[config.mk]
export PLATFORM = sky130hd
export DESIGN_NAME = barometric_pressure_compensation_top
export DESIGN_NICKNAME = d
export VERILOG_FILES = /design/src/rtl/bpc_pkg.sv /design/src/rtl/bpc_mul.sv /design/src/rtl/bpc_div.sv /design/src/rtl/barometric_pressure_compensation_top.sv
export SDC_FILE = /design/constraint.sdc
export NUM_CORES = 2
export LEC_CHECK = 0
export BUFFER_PORTS_ARGS = -buffer_cell sky130_fd_sc_hd__buf_2
export CAP_MARGIN = 40
export CORE_ASPECT_RATIO = 1.1
export CORE_MARGIN = 2
export CORE_UTILIZATION = 55
export DETAILED_ROUTE_END_ITERATION = 10
export PLACE_DENSITY_LB_ADDON = 0.1
export SLEW_MARGIN = 20
export SYNTH_ARGS = -nofsm -noshare
export SYNTH_HDL_FRONTEND = slang
export SYNTH_HIERARCHICAL = 1
export SYNTH_SLANG_ARGS = --single-unit
[constraint.sdc]
create_clock -name clk -period 13.9 [get_ports clk]
set_input_delay 2.085 -clock clk [delete_from_list [all_inputs] [get_ports clk]]
set_output_delay 2.085 -clock clk [all_outputs]
set_load 0.02 [all_outputs]
[src/rtl/bpc_pkg.sv]
// Package: payload types, register indexes, reset values and shared helpers.
package bpc_pkg;

    typedef struct packed {
        logic        kind;
        logic [15:0] raw_value;
    } in_t;

    typedef struct packed {
        logic        result_kind;
        logic [15:0] temp_tenths;
        logic [31:0] pressure_pa;
        logic        div_error;
    } out_t;

    localparam int CFG_IDX_W = 3;
    localparam int DATA_W    = 32;

    localparam logic [CFG_IDX_W-1:0] REG_AC1     = 3'd0;
    localparam logic [CFG_IDX_W-1:0] REG_AC2     = 3'd1;
    localparam logic [CFG_IDX_W-1:0] REG_AC3     = 3'd2;
    localparam logic [CFG_IDX_W-1:0] REG_AC4     = 3'd3;
    localparam logic [CFG_IDX_W-1:0] REG_B1      = 3'd4;
    localparam logic [CFG_IDX_W-1:0] REG_B2      = 3'd5;
    localparam logic [CFG_IDX_W-1:0] REG_AC5_AC6 = 3'd6;
    localparam logic [CFG_IDX_W-1:0] REG_MC_MD   = 3'd7;

    localparam logic [15:0] RST_AC1     = 16'd408;
    localparam logic [15:0] RST_AC2     = 16'hFFB8;
    localparam logic [15:0] RST_AC3     = 16'hC7D1;
    localparam logic [15:0] RST_AC4     = 16'd32741;
    localparam logic [15:0] RST_B1      = 16'd6190;
    localparam logic [15:0] RST_B2      = 16'd4;
    localparam logic [31:0] RST_AC5_AC6 = 32'd2146785905;
    localparam logic [31:0] RST_MC_MD   = 32'd3724086068;

    localparam logic [31:0] K_B6_OFS  = 32'd4000;
    localparam logic [31:0] K_B7_MUL  = 32'd50000;
    localparam logic [31:0] K_P_MUL1  = 32'd3038;
    localparam logic [31:0] K_P_MUL2  = 32'hFFFF_E343;
    localparam logic [31:0] K_P_OFS   = 32'd3791;
    localparam logic [31:0] K_X3_OFS  = 32'd32768;

    function automatic logic [31:0] sext16(input logic [15:0] v);
        return {{16{v[15]}}, v};
    endfunction

    // signed divide by 2^k, truncating toward zero
    function automatic logic [31:0] sdiv_pow2(input logic [31:0] v, input logic [4:0] k);
        logic [31:0] bias;
        logic [31:0] sum;
        bias = v[31] ? ((32'd1 << k) - 32'd1) : 32'd0;
        sum  = v + bias;
        return 32'($signed(sum) >>> k);
    endfunction

endpackage

[src/rtl/bpc_mul.sv]
// Bit-serial 32x32 multiplier returning the low 32 bits of the product.
module bpc_mul (
    input  logic        clk,
    input  logic        rst_n,
    input  logic        start,
    input  logic [31:0] a,
    input  logic [31:0] b,
    output logic        busy,
    output logic [31:0] prod
);

    logic [31:0] acc_reg, acc_next;
    logic [31:0] a_reg, a_next;
    logic [31:0] b_reg, b_next;
    logic [4:0]  cnt_reg, cnt_next;
    logic        busy_reg, busy_next;

    always_comb
    begin
        acc_next  = acc_reg;
        a_next    = a_reg;
        b_next    = b_reg;
        cnt_next  = cnt_reg;
        busy_next = busy_reg;
        if (start)
        begin
            acc_next  = '0;
            a_next    = a;
            b_next    = b;
            cnt_next  = '0;
            busy_next = 1'b1;
        end
        else if (busy_reg)
        begin
            if (b_reg[0])
                acc_next = acc_reg + a_reg;
            a_next   = {a_reg[30:0], 1'b0};
            b_next   = {1'b0, b_reg[31:1]};
            cnt_next = cnt_reg + 5'd1;
            if (cnt_reg == 5'd31)
                busy_next = 1'b0;
        end
    end

    always_ff @(posedge clk or negedge rst_n)
    begin
        if (!rst_n)
        begin
            busy_reg <= 1'b0;
            cnt_reg  <= '0;
        end
        else
        begin
            busy_reg <= busy_next;
            cnt_reg  <= cnt_next;
        end
    end

    always_ff @(posedge clk)
    begin
        acc_reg <= acc_next;
        a_reg   <= a_next;
        b_reg   <= b_next;
    end

    assign busy = busy_reg;
    assign prod = acc_reg;

endmodule

[src/rtl/bpc_div.sv]
// Radix-2 restoring unsigned 32/32 divider, one quotient bit per cycle.
module bpc_div (
    input  logic        clk,
    input  logic        rst_n,
    input  logic        start,
    input  logic [31:0] num,
    input  logic [31:0] den,
    output logic        busy,
    output logic [31:0] quo
);

    logic [31:0] rem_reg, rem_next;
    logic [31:0] q_reg, q_next;
    logic [31:0] d_reg, d_next;
    logic [4:0]  cnt_reg, cnt_next;
    logic        busy_reg, busy_next;
    logic [32:0] rem_sh;
    logic [32:0] trial;

    always_comb
    begin
        rem_next  = rem_reg;
        q_next    = q_reg;
        d_next    = d_reg;
        cnt_next  = cnt_reg;
        busy_next = busy_reg;
        rem_sh    = {rem_reg, q_reg[31]};
        trial     = rem_sh - {1'b0, d_reg};
        if (start)
        begin
            rem_next  = '0;
            q_next    = num;
            d_next    = den;
            cnt_next  = '0;
            busy_next = 1'b1;
        end
        else if (busy_reg)
        begin
            if (!trial[32])
            begin
                rem_next = trial[31:0];
                q_next   = {q_reg[30:0], 1'b1};
            end
            else
            begin
                rem_next = rem_sh[31:0];
                q_next   = {q_reg[30:0], 1'b0};
            end
            cnt_next = cnt_reg + 5'd1;
            if (cnt_reg == 5'd31)
                busy_next = 1'b0;
        end
    end

    always_ff @(posedge clk or negedge rst_n)
    begin
        if (!rst_n)
        begin
            busy_reg <= 1'b0;
            cnt_reg  <= '0;
        end
        else
        begin
            busy_reg <= busy_next;
            cnt_reg  <= cnt_next;
        end
    end

    always_ff @(posedge clk)
    begin
        rem_reg <= rem_next;
        q_reg   <= q_next;
        d_reg   <= d_next;
    end

    assign busy = busy_reg;
    assign quo  = q_reg;

endmodule

[src/rtl/barometric_pressure_compensation_top.sv]
// Top level: compensation sequencer, calibration registers and handshakes.
// Sequencing: temperature uses 1 multiply and 1 divide, pressure 10 multiplies
// and 1 divide, issued one at a time on the bit-serial units.
// Throughput: one transaction at a time; the next is taken once the sequencer is idle.
// Reset: clears control state, stored b5, temperature and pressure; coefficients
// return to their calibration defaults.
module barometric_pressure_compensation_top (
    input  logic                               clk,
    input  logic                               rst_n,
    input  logic                               in_valid,
    output logic                               in_stall,
    input  bpc_pkg::in_t                       in_data,
    output logic                               out_valid,
    input  logic                               out_stall,
    output bpc_pkg::out_t                      out_data,
    input  logic                               cfg_we,
    input  logic [bpc_pkg::CFG_IDX_W-1:0]      cfg_index,
    input  logic [bpc_pkg::DATA_W-1:0]         cfg_data
);

    typedef enum logic [1:0] {ST_IDLE, ST_ISSUE, ST_WAIT, ST_OUT} state_t;

    state_t      state_reg, state_next;
    logic [3:0]  step_reg, step_next;
    logic        kind_reg, kind_next;
    logic [15:0] raw_reg, raw_next;
    logic        err_reg, err_next;
    logic        neg_reg, neg_next;
    logic        dbl_reg, dbl_next;
    logic [31:0] x1_reg, x1_next;
    logic [31:0] sq_reg, sq_next;
    logic [31:0] b3_reg, b3_next;
    logic [31:0] b4_reg, b4_next;
    logic [31:0] p_reg, p_next;
    logic [31:0] b5_reg, b5_next;
    logic [15:0] temp_reg, temp_next;
    logic [31:0] pres_reg, pres_next;
    logic        out_valid_reg, out_valid_next;
    bpc_pkg::out_t out_reg, out_next;

    logic [15:0] ac1_reg, ac2_reg, ac3_reg, ac4_reg, b1_reg, b2_reg;
    logic [31:0] ac56_reg, mcmd_reg;

    logic        mul_start, div_start, mul_busy, div_busy;
    logic [31:0] mul_a, mul_b, mul_p, div_n, div_d, div_q;

    bpc_mul u_mul (
        .clk   (clk),
        .rst_n (rst_n),
        .start (mul_start),
        .a     (mul_a),
        .b     (mul_b),
        .busy  (mul_busy),
        .prod  (mul_p)
    );

    bpc_div u_div (
        .clk   (clk),
        .rst_n (rst_n),
        .start (div_start),
        .num   (div_n),
        .den   (div_d),
        .busy  (div_busy),
        .quo   (div_q)
    );

    always_ff @(posedge clk or negedge rst_n)
    begin
        if (!rst_n)
        begin
            ac1_reg  <= bpc_pkg::RST_AC1;
            ac2_reg  <= bpc_pkg::RST_AC2;
            ac3_reg  <= bpc_pkg::RST_AC3;
            ac4_reg  <= bpc_pkg::RST_AC4;
            b1_reg   <= bpc_pkg::RST_B1;
            b2_reg   <= bpc_pkg::RST_B2;
            ac56_reg <= bpc_pkg::RST_AC5_AC6;
            mcmd_reg <= bpc_pkg::RST_MC_MD;
        end
        else if (cfg_we)
        begin
            unique case (cfg_index)
                bpc_pkg::REG_AC1:     ac1_reg  <= cfg_data[15:0];
                bpc_pkg::REG_AC2:     ac2_reg  <= cfg_data[15:0];
                bpc_pkg::REG_AC3:     ac3_reg  <= cfg_data[15:0];
                bpc_pkg::REG_AC4:     ac4_reg  <= cfg_data[15:0];
                bpc_pkg::REG_B1:      b1_reg   <= cfg_data[15:0];
                bpc_pkg::REG_B2:      b2_reg   <= cfg_data[15:0];
                bpc_pkg::REG_AC5_AC6: ac56_reg <= cfg_data;
                bpc_pkg::REG_MC_MD:   mcmd_reg <= cfg_data;
                default: ;
            endcase
        end
    end

    always_comb
    begin
        logic [31:0] b6;
        logic [31:0] t1;
        logic [31:0] t2;
        logic [31:0] t3;
        logic [31:0] num;
        logic [31:0] den;
        logic [31:0] q;

        state_next     = state_reg;
        step_next      = step_reg;
        kind_next      = kind_reg;
        raw_next       = raw_reg;
        err_next       = err_reg;
        neg_next       = neg_reg;
        dbl_next       = dbl_reg;
        x1_next        = x1_reg;
        sq_next        = sq_reg;
        b3_next        = b3_reg;
        b4_next        = b4_reg;
        p_next         = p_reg;
        b5_next        = b5_reg;
        temp_next      = temp_reg;
        pres_next      = pres_reg;
        out_valid_next = out_valid_reg;
        out_next       = out_reg;
        mul_start      = 1'b0;
        mul_a          = '0;
        mul_b          = '0;
        div_start      = 1'b0;
        div_n          = '0;
        div_d          = '0;
        b6  = b5_reg - bpc_pkg::K_B6_OFS;
        t1  = '0;
        t2  = '0;
        t3  = '0;
        num = '0;
        den = '0;
        q   = dbl_reg ? {div_q[30:0], 1'b0} : div_q;

        if (out_valid_reg && !out_stall)
            out_valid_next = 1'b0;

        unique case (state_reg)
            ST_IDLE:
            begin
                if (in_valid)
                begin
                    kind_next  = in_data.kind;
                    raw_next   = in_data.raw_value;
                    err_next   = 1'b0;
                    step_next  = '0;
                    state_next = ST_ISSUE;
                end
            end
            ST_ISSUE:
            begin
                state_next = ST_WAIT;
                step_next  = step_reg + 4'd1;
                if (!kind_reg)
                begin
                    case (step_reg)
                        4'd0:
                        begin
                            mul_start = 1'b1;
                            mul_a     = {16'd0, raw_reg} - {16'd0, ac56_reg[15:0]};
                            mul_b     = {16'd0, ac56_reg[31:16]};
                        end
                        4'd1:
                        begin
                            t1  = bpc_pkg::sdiv_pow2(mul_p, 5'd15);
                            den = t1 + bpc_pkg::sext16(mcmd_reg[15:0]);
                            num = bpc_pkg::sext16(mcmd_reg[31:16]) << 11;
                            x1_next  = t1;
                            neg_next = num[31] ^ den[31];
                            dbl_next = 1'b0;
                            if (den == 32'd0)
                            begin
                                err_next   = 1'b1;
                                state_next = ST_OUT;
                            end
                            else
                            begin
                                div_start = 1'b1;
                                div_n     = num[31] ? -num : num;
                                div_d     = den[31] ? -den : den;
                            end
                        end
                        default:
                        begin
                            t2 = x1_reg + (neg_reg ? -q : q);
                            t3 = bpc_pkg::sdiv_pow2(t2 + 32'd8, 5'd4);
                            b5_next = t2;
                            if (!t3[31] && t3[30:15] != 16'd0)
                                temp_next = 16'h7FFF;
                            else if (t3[31] && t3[30:15] != 16'hFFFF)
                                temp_next = 16'h8000;
                            else
                                temp_next = t3[15:0];
                            state_next = ST_OUT;
                        end
                    endcase
                end
                else
                begin
                    case (step_reg)
                        4'd0:
                        begin
                            mul_start = 1'b1;
                            mul_a     = b6;
                            mul_b     = b6;
                        end
                        4'd1:
                        begin
                            t1 = bpc_pkg::sdiv_pow2(mul_p, 5'd12);
                            sq_next   = t1;
                            mul_start = 1'b1;
                            mul_a     = bpc_pkg::sext16(b2_reg);
                            mul_b     = t1;
                        end
                        4'd2:
                        begin
                            x1_next   = bpc_pkg::sdiv_pow2(mul_p, 5'd11);
                            mul_start = 1'b1;
                            mul_a     = bpc_pkg::sext16(ac2_reg);
                            mul_b     = b6;
                        end
                        4'd3:
                        begin
                            t1 = x1_reg + bpc_pkg::sdiv_pow2(mul_p, 5'd11);
                            t2 = (bpc_pkg::sext16(ac1_reg) << 2) + t1 + 32'd2;
                            b3_next   = bpc_pkg::sdiv_pow2(t2, 5'd2);
                            mul_start = 1'b1;
                            mul_a     = bpc_pkg::sext16(ac3_reg);
                            mul_b     = b6;
                        end
                        4'd4:
                        begin
                            x1_next   = bpc_pkg::sdiv_pow2(mul_p, 5'd13);
                            mul_start = 1'b1;
                            mul_a     = bpc_pkg::sext16(b1_reg);
                            mul_b     = sq_reg;
                        end
                        4'd5:
                        begin
                            t1 = x1_reg + bpc_pkg::sdiv_pow2(mul_p, 5'd16) + 32'd2;
                            t2 = bpc_pkg::sdiv_pow2(t1, 5'd2);
                            mul_start = 1'b1;
                            mul_a     = {16'd0, ac4_reg};
                            mul_b     = t2 + bpc_pkg::K_X3_OFS;
                        end
                        4'd6:
                        begin
                            t1 = {15'd0, mul_p[31:15]};
                            b4_next = t1;
                            if (t1 == 32'd0)
                            begin
                                err_next   = 1'b1;
                                state_next = ST_OUT;
                            end
                            else
                            begin
                                mul_start = 1'b1;
                                mul_a     = {16'd0, raw_reg} - b3_reg;
                                mul_b     = bpc_pkg::K_B7_MUL;
                            end
                        end
                        4'd7:
                        begin
                            div_start = 1'b1;
                            div_d     = b4_reg;
                            dbl_next  = mul_p[31];
                            div_n     = mul_p[31] ? mul_p : {mul_p[30:0], 1'b0};
                        end
                        4'd8:
                        begin
                            p_next    = q;
                            t1        = bpc_pkg::sdiv_pow2(q, 5'd8);
                            mul_start = 1'b1;
                            mul_a     = t1;
                            mul_b     = t1;
                        end
                        4'd9:
                        begin
                            mul_start = 1'b1;
                            mul_a     = mul_p;
                            mul_b     = bpc_pkg::K_P_MUL1;
                        end
                        4'd10:
                        begin
                            x1_next   = bpc_pkg::sdiv_pow2(mul_p, 5'd16);
                            mul_start = 1'b1;
                            mul_a     = bpc_pkg::K_P_MUL2;
                            mul_b     = p_reg;
                        end
                        default:
                        begin
                            t1 = x1_reg + bpc_pkg::sdiv_pow2(mul_p, 5'd16) + bpc_pkg::K_P_OFS;
                            pres_next  = p_reg + bpc_pkg::sdiv_pow2(t1, 5'd4);
                            state_next = ST_OUT;
                        end
                    endcase
                end
            end
            ST_WAIT:
            begin
                if (!mul_busy && !div_busy)
                    state_next = ST_ISSUE;
            end
            ST_OUT:
            begin
                if (!out_valid_reg || !out_stall)
                begin
                    out_valid_next       = 1'b1;
                    out_next.result_kind = kind_reg;
                    out_next.temp_tenths = temp_reg;
                    out_next.pressure_pa = pres_reg;
                    out_next.div_error   = err_reg;
                    state_next           = ST_IDLE;
                end
            end
            default: state_next = ST_IDLE;
        endcase
    end

    always_ff @(posedge clk or negedge rst_n)
    begin
        if (!rst_n)
        begin
            state_reg     <= ST_IDLE;
            step_reg      <= '0;
            out_valid_reg <= 1'b0;
            b5_reg        <= '0;
            temp_reg      <= '0;
            pres_reg      <= '0;
        end
        else
        begin
            state_reg     <= state_next;
            step_reg      <= step_next;
            out_valid_reg <= out_valid_next;
            b5_reg        <= b5_next;
            temp_reg      <= temp_next;
            pres_reg      <= pres_next;
        end
    end

    always_ff @(posedge clk)
    begin
        kind_reg <= kind_next;
        raw_reg  <= raw_next;
        err_reg  <= err_next;
        neg_reg  <= neg_next;
        dbl_reg  <= dbl_next;
        x1_reg   <= x1_next;
        sq_reg   <= sq_next;
        b3_reg   <= b3_next;
        b4_reg   <= b4_next;
        p_reg    <= p_next;
        out_reg  <= out_next;
    end

    assign in_stall  = (state_reg != ST_IDLE);
    assign out_valid = out_valid_reg;
    assign out_data  = out_reg;

    a_one_unit: assert property (@(posedge clk) disable iff (!rst_n)
        !(mul_busy && div_busy))
        else $error("multiplier and divider busy together");

    a_idle_quiet: assert property (@(posedge clk) disable iff (!rst_n)
        (state_reg == ST_IDLE) |-> (!mul_busy && !div_busy))
        else $error("arithmetic unit busy while idle");

    a_accept_leaves_idle: assert property (@(posedge clk) disable iff (!rst_n)
        (in_valid && !in_stall) |=> (state_reg == ST_ISSUE && step_reg == 4'd0))
        else $error("accepted transaction did not start the sequencer");

    a_wait_started: assert property (@(posedge clk) disable iff (!rst_n)
        (state_reg == ST_ISSUE && state_next == ST_WAIT) |=> (mul_busy || div_busy))
        else $error("sequencer waits with no unit started");

endmodule

## Word level (Yosys, flattened, before mapping)

Index checks and enable logic that the tools add are counted.

| operators by class | value |
|---|---|
| mux-type cells | 91 |
| reduce and logical (&&, ||, !) cells | 49 |
| equality and inequality tests | 32 |
| bitwise operators | 4 |
| add/subtract/negate cells | 32 |

Operators with widths:

| kind | count |
|---|---|
| 32-bit 2-to-1 mux | 28 |
| 32-bit case mux with 10 select lines | 1 |
| 32-bit case mux with 8 select lines | 1 |
| 32-bit adder | 6 |
| 32-bit negator | 3 |
| 32-bit case mux with 3 select lines | 1 |
| 16-bit 2-to-1 mux | 5 |
| 32-bit by 2-bit adder with 32-bit output | 2 |
| 32-bit by 2-bit adder with 32-bit output, second input constant | 2 |
| 32-bit by 4-bit adder with 32-bit output | 2 |
| 33-bit by 32-bit subtractor with 33-bit output | 1 |
| 32-bit by 11-bit adder with 32-bit output | 1 |
| 32-bit by 12-bit adder with 32-bit output | 1 |
| 32-bit by 12-bit adder with 32-bit output, second input constant | 1 |
| 32-bit by 13-bit adder with 32-bit output | 1 |
| 32-bit by 15-bit adder with 32-bit output | 1 |
| 32-bit by 16-bit adder with 32-bit output | 1 |
| 32-bit by 4-bit adder with 32-bit output, second input constant | 1 |
| 32-bit by 8-bit adder with 32-bit output | 1 |
| 32-bit logical NOT | 1 |
| 32-bit by 12-bit subtractor with 32-bit output, second input constant | 1 |
| 30-bit by 17-bit adder with 31-bit output, second input constant | 1 |
| 17-bit by 30-bit subtractor with 31-bit output | 1 |
| 1-bit 2-to-1 mux | 30 |
| 51 further kinds | 114 |

| storage, ports and cells | value |
|---|---|
| logic and storage cells | 246 |
| bits in registers | 652 |

## Longest topological paths before layout

| depth | value |
|---|---|
| word-level depth | 11 |
| depth in mapped cells | 53 |
| gate-level depth less buffers | 52 |

## Cells and area by module

The synthesis kept the hierarchy.

Modules (own cells, without submodules):

| module | cells an instance | instances | area each (µm²) | seq. area each (µm²) |
|---|---|---|---|---|
| barometric_pressure_compensation_top | 3995 | 1 | 35829.4 | 11990.2 |
| bpc_mul | 577 | 1 | 6062.1 | 2712.6 |
| bpc_div | 551 | 1 | 5958.2 | 2712.6 |

## Worst setup path after synthesis

OpenSTA, ideal clock, no wires.

| timing | value |
|---|---|
| path kind | register to register |
| from | register u_mul.acc_reg[31], in the netlist u_mul/prod[31] |
| to | register pres_reg[31] |
| cell stages (with the launch flop) | 50 |
| period minus slack after synthesis | 12.053 ns |
| path buffers | 0 |
| setup time | 0.125 ns |
| required time | 13.775 ns |
| setup slack | 1.847 ns |
| arrival | 11.929 ns |
| cell sequence | dfxtp_1 -> ha_1 -> a31o_2 -> a21o_1 -> a21o_1 -> a21o_1 -> a21o_1 -> a21o_1 -> a21oi_1 -> o211ai_1 -> a41o_1 -> a21oi_1 -> nor2b_1 -> xor2_1 -> fa_1 -> a21o_1 -> a21oi_1 -> o21bai_1 -> (+14 left out) -> a21oi_1 -> and3b_1 -> nor2b_1 -> o211ai_1 -> xnor2_1 -> ha_1 -> or4_1 -> o21ai_0 -> o41ai_1 -> a211oi_1 -> o31ai_1 -> o221a_2 -> and4_1 -> a2111oi_0 -> o21bai_1 -> a21oi_1 -> xnor3_1 -> mux2_2 |

| on the way | value |
|---|---|
| word-level cells in the longest chain between the ends | 7 |

RTL lines:

| what | line | RTL |
|---|---|---|
| from (decl) | bpc_mul.sv:12 | `logic [31:0] acc_reg, acc_next;` |
| from (signal assigned) | bpc_mul.sv:61 | `acc_reg <= acc_next;` |
| 16-bit 2-to-1 mux | bpc_pkg.sv:52 | `bias = v[31] ? ((32'd1 << k) - 32'd1) : 32'd0;` |
| 32-bit by 16-bit adder with 32-bit output (*) | bpc_pkg.sv:53 | `sum = v + bias;` |
| 32-bit adder (*) | barometric_pressure_compensation_top.sv:294 | `t1 = x1_reg + bpc_pkg::sdiv_pow2(mul_p, 5'd16) + bpc_pkg::K_P_OFS;` |
| 32-bit by 12-bit adder with 32-bit output (*) | barometric_pressure_compensation_top.sv:294 |  |
| 4-bit 2-to-1 mux | bpc_pkg.sv:52 |  |
| 32-bit by 4-bit adder with 32-bit output (*) | bpc_pkg.sv:53 |  |
| 32-bit adder (*) | barometric_pressure_compensation_top.sv:295 | `pres_next = p_reg + bpc_pkg::sdiv_pow2(t1, 5'd4);` |
| to (signal assigned) | barometric_pressure_compensation_top.sv:340 | `pres_reg <= pres_next;` |
| to (decl) | barometric_pressure_compensation_top.sv:37 | `logic [31:0] pres_reg, pres_next;` |

Mark *: on every way between the ends. The rest lies on a longest branch, timed or not.
A chain may end at the register's enable or synchronous reset.

## Worst setup path in the final report

Ends and elaborated chain as after synthesis.

==> flow_metrics.tcl <==
set metrics [dict create \
    dp_hpwl_um 128000 \
    r2r_cells 50 \
    die_h_um 313 \
    whs_ps 442 \
    vdd_ir_drop_max_mv 0.155 \
    clock_sinks 641 \
    cp_slowest_cell "or4b_1" \
    min_from "pres_reg[13]$_DFFE_PN0P_" \
    finalMaxSlewViolations 0 \
    skew_ps 28.6 \
    cts_tree "built" \
    syn_avg_cell_area_um2 9.34 \
    whs_path_depth 0 \
    design_area_um2 52500 \
    dpl_cell_area_um2 49800 \
    holdPathEnd "out_data[14]$_DFFE_PP_" \
    drtIter0Drc 4455 \
    clk_root_buffer_cell "clkbuf_16" \
    fin_util_pct 60.9 \
    clk_latency_ps 660 \
    cts_buffer_depth 3 \
    worst_slew_pin_slew_ps 1030 \
    syn_area_um2 47800 \
    drt-total-wl_um 165000 \
    dp_cells 6246 \
    ys_seq_area_share_pct 36.4 \
    setup_viol 0 \
    design.die.area_um2 89400 \
    fillerInstances 7569 \
    areaGrowthSynthToFinish_pct 9.78 \
    synthTopCellsByCount "nand2_1 (435), nor2_1 (364), edfxtp_1 (318), inv_1 (314), a21oi_1 (287)" \
    antenna_found_initial 4 \
    synth_ff_type "edfxtp_1" \
    wl_per_cell_um 25.8 \
    ff2ff_setup_slack_ps 950 \
    period_minus_slack_ps 12950 \
    nNetsFinal 5531 \
    slew_headroom_pct 31.3 \
    maxCapViolCount 0 \
    hold_viol_final 0 \
    fin_crit_sh_pct 93.2 \
    p_per_area_nw_per_um2 299 \
    hp-class "reg -> reg" \
    reg2reg_to "pres_reg[31]$_DFFE_PN0P_" \
    htreeDepth 3 \
    synth_edf_count 318 \
    numCtsBuffers 75 \
    layout-drive-gt1-share_pct 15.4 \
    routabilityCongestion 1.07 \
    clk_transition_reported_paths_ps 70 \
    drc 0 \
    r2r-start "u_mul/prod[31]$_SDFFE_PP0P_" \
    netlist.area_leader.share_pct 20.0 \
    port_buffers 108 \
    overflow 0 \
    grt_max_degree 136 \
    ant_nets 0 \
    insertedDiodeCount 0 \
    start_util_pct 55.5 \
    rsz0062_at_grt "no" \
    die_x_um 285 \
    p_leak_uw 0.0214 \
    synth-async-reset-ratio_pct 40.4 \
    setup_tns_ps 0 \
    status "finished clean" \
    stdcell_count 6391 \
    max_freq_ghz 0.0772 \
    grt_first_pass_wirelength_um 244000 \
    cts_setup_buffers 0 \
    endpoint_kind "flip-flop" \
    pin_count 109 \
    synthCells 5123 \
    drtPass1Iterations 6 \
    yosys.area.top_type "edfxtp_1" \
    viasPerCell 6.47 \
    largest_reg_flops 50 \
    cp.arrival_ps 13490 \
    cp-start-kind "flip-flop" \
    ys_warn_count 6 \
    cp.required_ps 14440 \
    design.core.area_um2 86200 \
    grt_use_total_pct 36.2 \
    grt_pass1_vias 38700 \
    vias 41300 \
    yosysMostFrequentCell "nand2_1" \
    synth-seq-cells 641 \
    critPathMaxFanout 11 \
    slowest_delay_ps 630 \
    worst-setup-path-type "reg -> reg" \
    num_rows 113 \
    ys_types 132 \
    crit_top_cell "a21o_1" \
    yosys-top-cells-area "edfxtp_1 (20%), dfrtp_1 (9.2%), ha_1 (7.0%)" \
]
cell type report:
| type | instances | area (um2) | share of cell area, % |
|---|---|---|---|
| clock buffer | 107 | 2240 | 4.27 |
| timing repair buffer | 204 | 1380 | 2.63 |
| multi-input combinational | 3941 | 28400 | 54.1 |
| clock inverter | 33 | 429 | 0.817 |
| sequential | 641 | 17400 | 33.2 |
| inverter | 315 | 1180 | 2.25 |
| tap | 1150 | 1440 | 2.74 |
worst max-delay path: cells and delay by family (launching register included):
kind,cells,cell delay (ps)
adder cells (fa/ha/maj),4,1150
multiplexers,1,260
buffers and inverters,2,320
AO/OA/AOI/OAI,27,6290
XOR/XNOR,3,720
flip-flops,1,470
AND/OR/NAND/NOR,13,3560
through the flow:
step,worst slack [ps],power (uW)
floorplan,1850,10500
global placement,1080,13100
detailed placement,823,13300
CTS,775,15500
global route,71.1,16700
finish,950,15700
power by group:
group / internal [uW] / total (uW) / switching (uW)
Combinational: 3850 / 10200 / 6360
Clock: 1300 / 2150 / 849
Sequential: 2810 / 3330 / 520
Total: 7960 / 15700 / 7730
what timing repair did:
| action | in CTS | in global routing |
|---|---|---|
| gates resized for setup | 0 | 3 |
| endpoints found under the setup margin | 0 | 1 |
| hold endpoints to repair | 0 | 0 |
| hold buffers | 0 | 0 |
worst max path at each step:
stage / start / end / slack [ps]
after CTS: u_mul/prod[31]$_SDFFE_PP0P_ / pres_reg[31]$_DFFE_PN0P_ / 770
after floorplan: u_mul/prod[31]$_SDFFE_PP0P_ / pres_reg[31]$_DFFE_PN0P_ / 1850
final: u_mul/prod[31]$_SDFFE_PP0P_ / pres_reg[31]$_DFFE_PN0P_ / 950
after global routing: u_mul/prod[31]$_SDFFE_PP0P_ / pres_reg[31]$_DFFE_PN0P_ / 70
after detailed placement: u_mul/prod[31]$_SDFFE_PP0P_ / pres_reg[31]$_DFFE_PN0P_ / 820
after global placement: u_mul/prod[31]$_SDFFE_PP0P_ / pres_reg[31]$_DFFE_PN0P_ / 1080
logic make-up (layout without fill, tap and decap cells):
| family | Yosys count | after routing | synth area share (%) |
|---|---|---|---|
| AOI/OAI and AO/OA | 1344 | 1344 | 19.3 |
| DFF | 641 | 641 | 36.4 |
| adders and majority gates | 296 | 296 | 8.18 |
| xor gates and xnor gates | 411 | 411 | 7.64 |
| and+or+nand+nor | 1525 | 1525 | 15.9 |
| other | 1 | 14 | 0.00784 |
| muxes | 351 | 351 | 8.02 |
| buffers and inverters | 554 | 659 | 4.54 |
cells in the final DEF (no fill, tap or decap), types with 54 or more instances in the layout:
cell type  instances
a211oi_1          77
mux2i_1           93
edfxtp_1         318
dfrtp_1          175
dfxtp_1           63
nand2_1          433
inv_1            314
clkbuf_16         81
o21ai_0          280
nor2b_1           59
xnor2_1          259
ha_1             268
nand4_1           54
a21oi_1          286
dfstp_2           83
mux2_2           257
nor3_1           101
xor2_1           148
buf_2            114
nand3_1          121
buf_4             74
nor2_1           360
a21o_1            80
layer usage:
| layer | wire (um) | share of wire [%] | global-route usage [%] |
|---|---|---|---|
| met1 | 66500 | 40 | 47.2 |
| met2 | 72500 | 44 | 56.4 |
| met3 | 13900 | 8.5 | 6.15 |
| met4 | 11900 | 7.2 | 22.5 |
| met5 | 58 | 0.035 | 0 |
(Power assumes the default switching activity.)
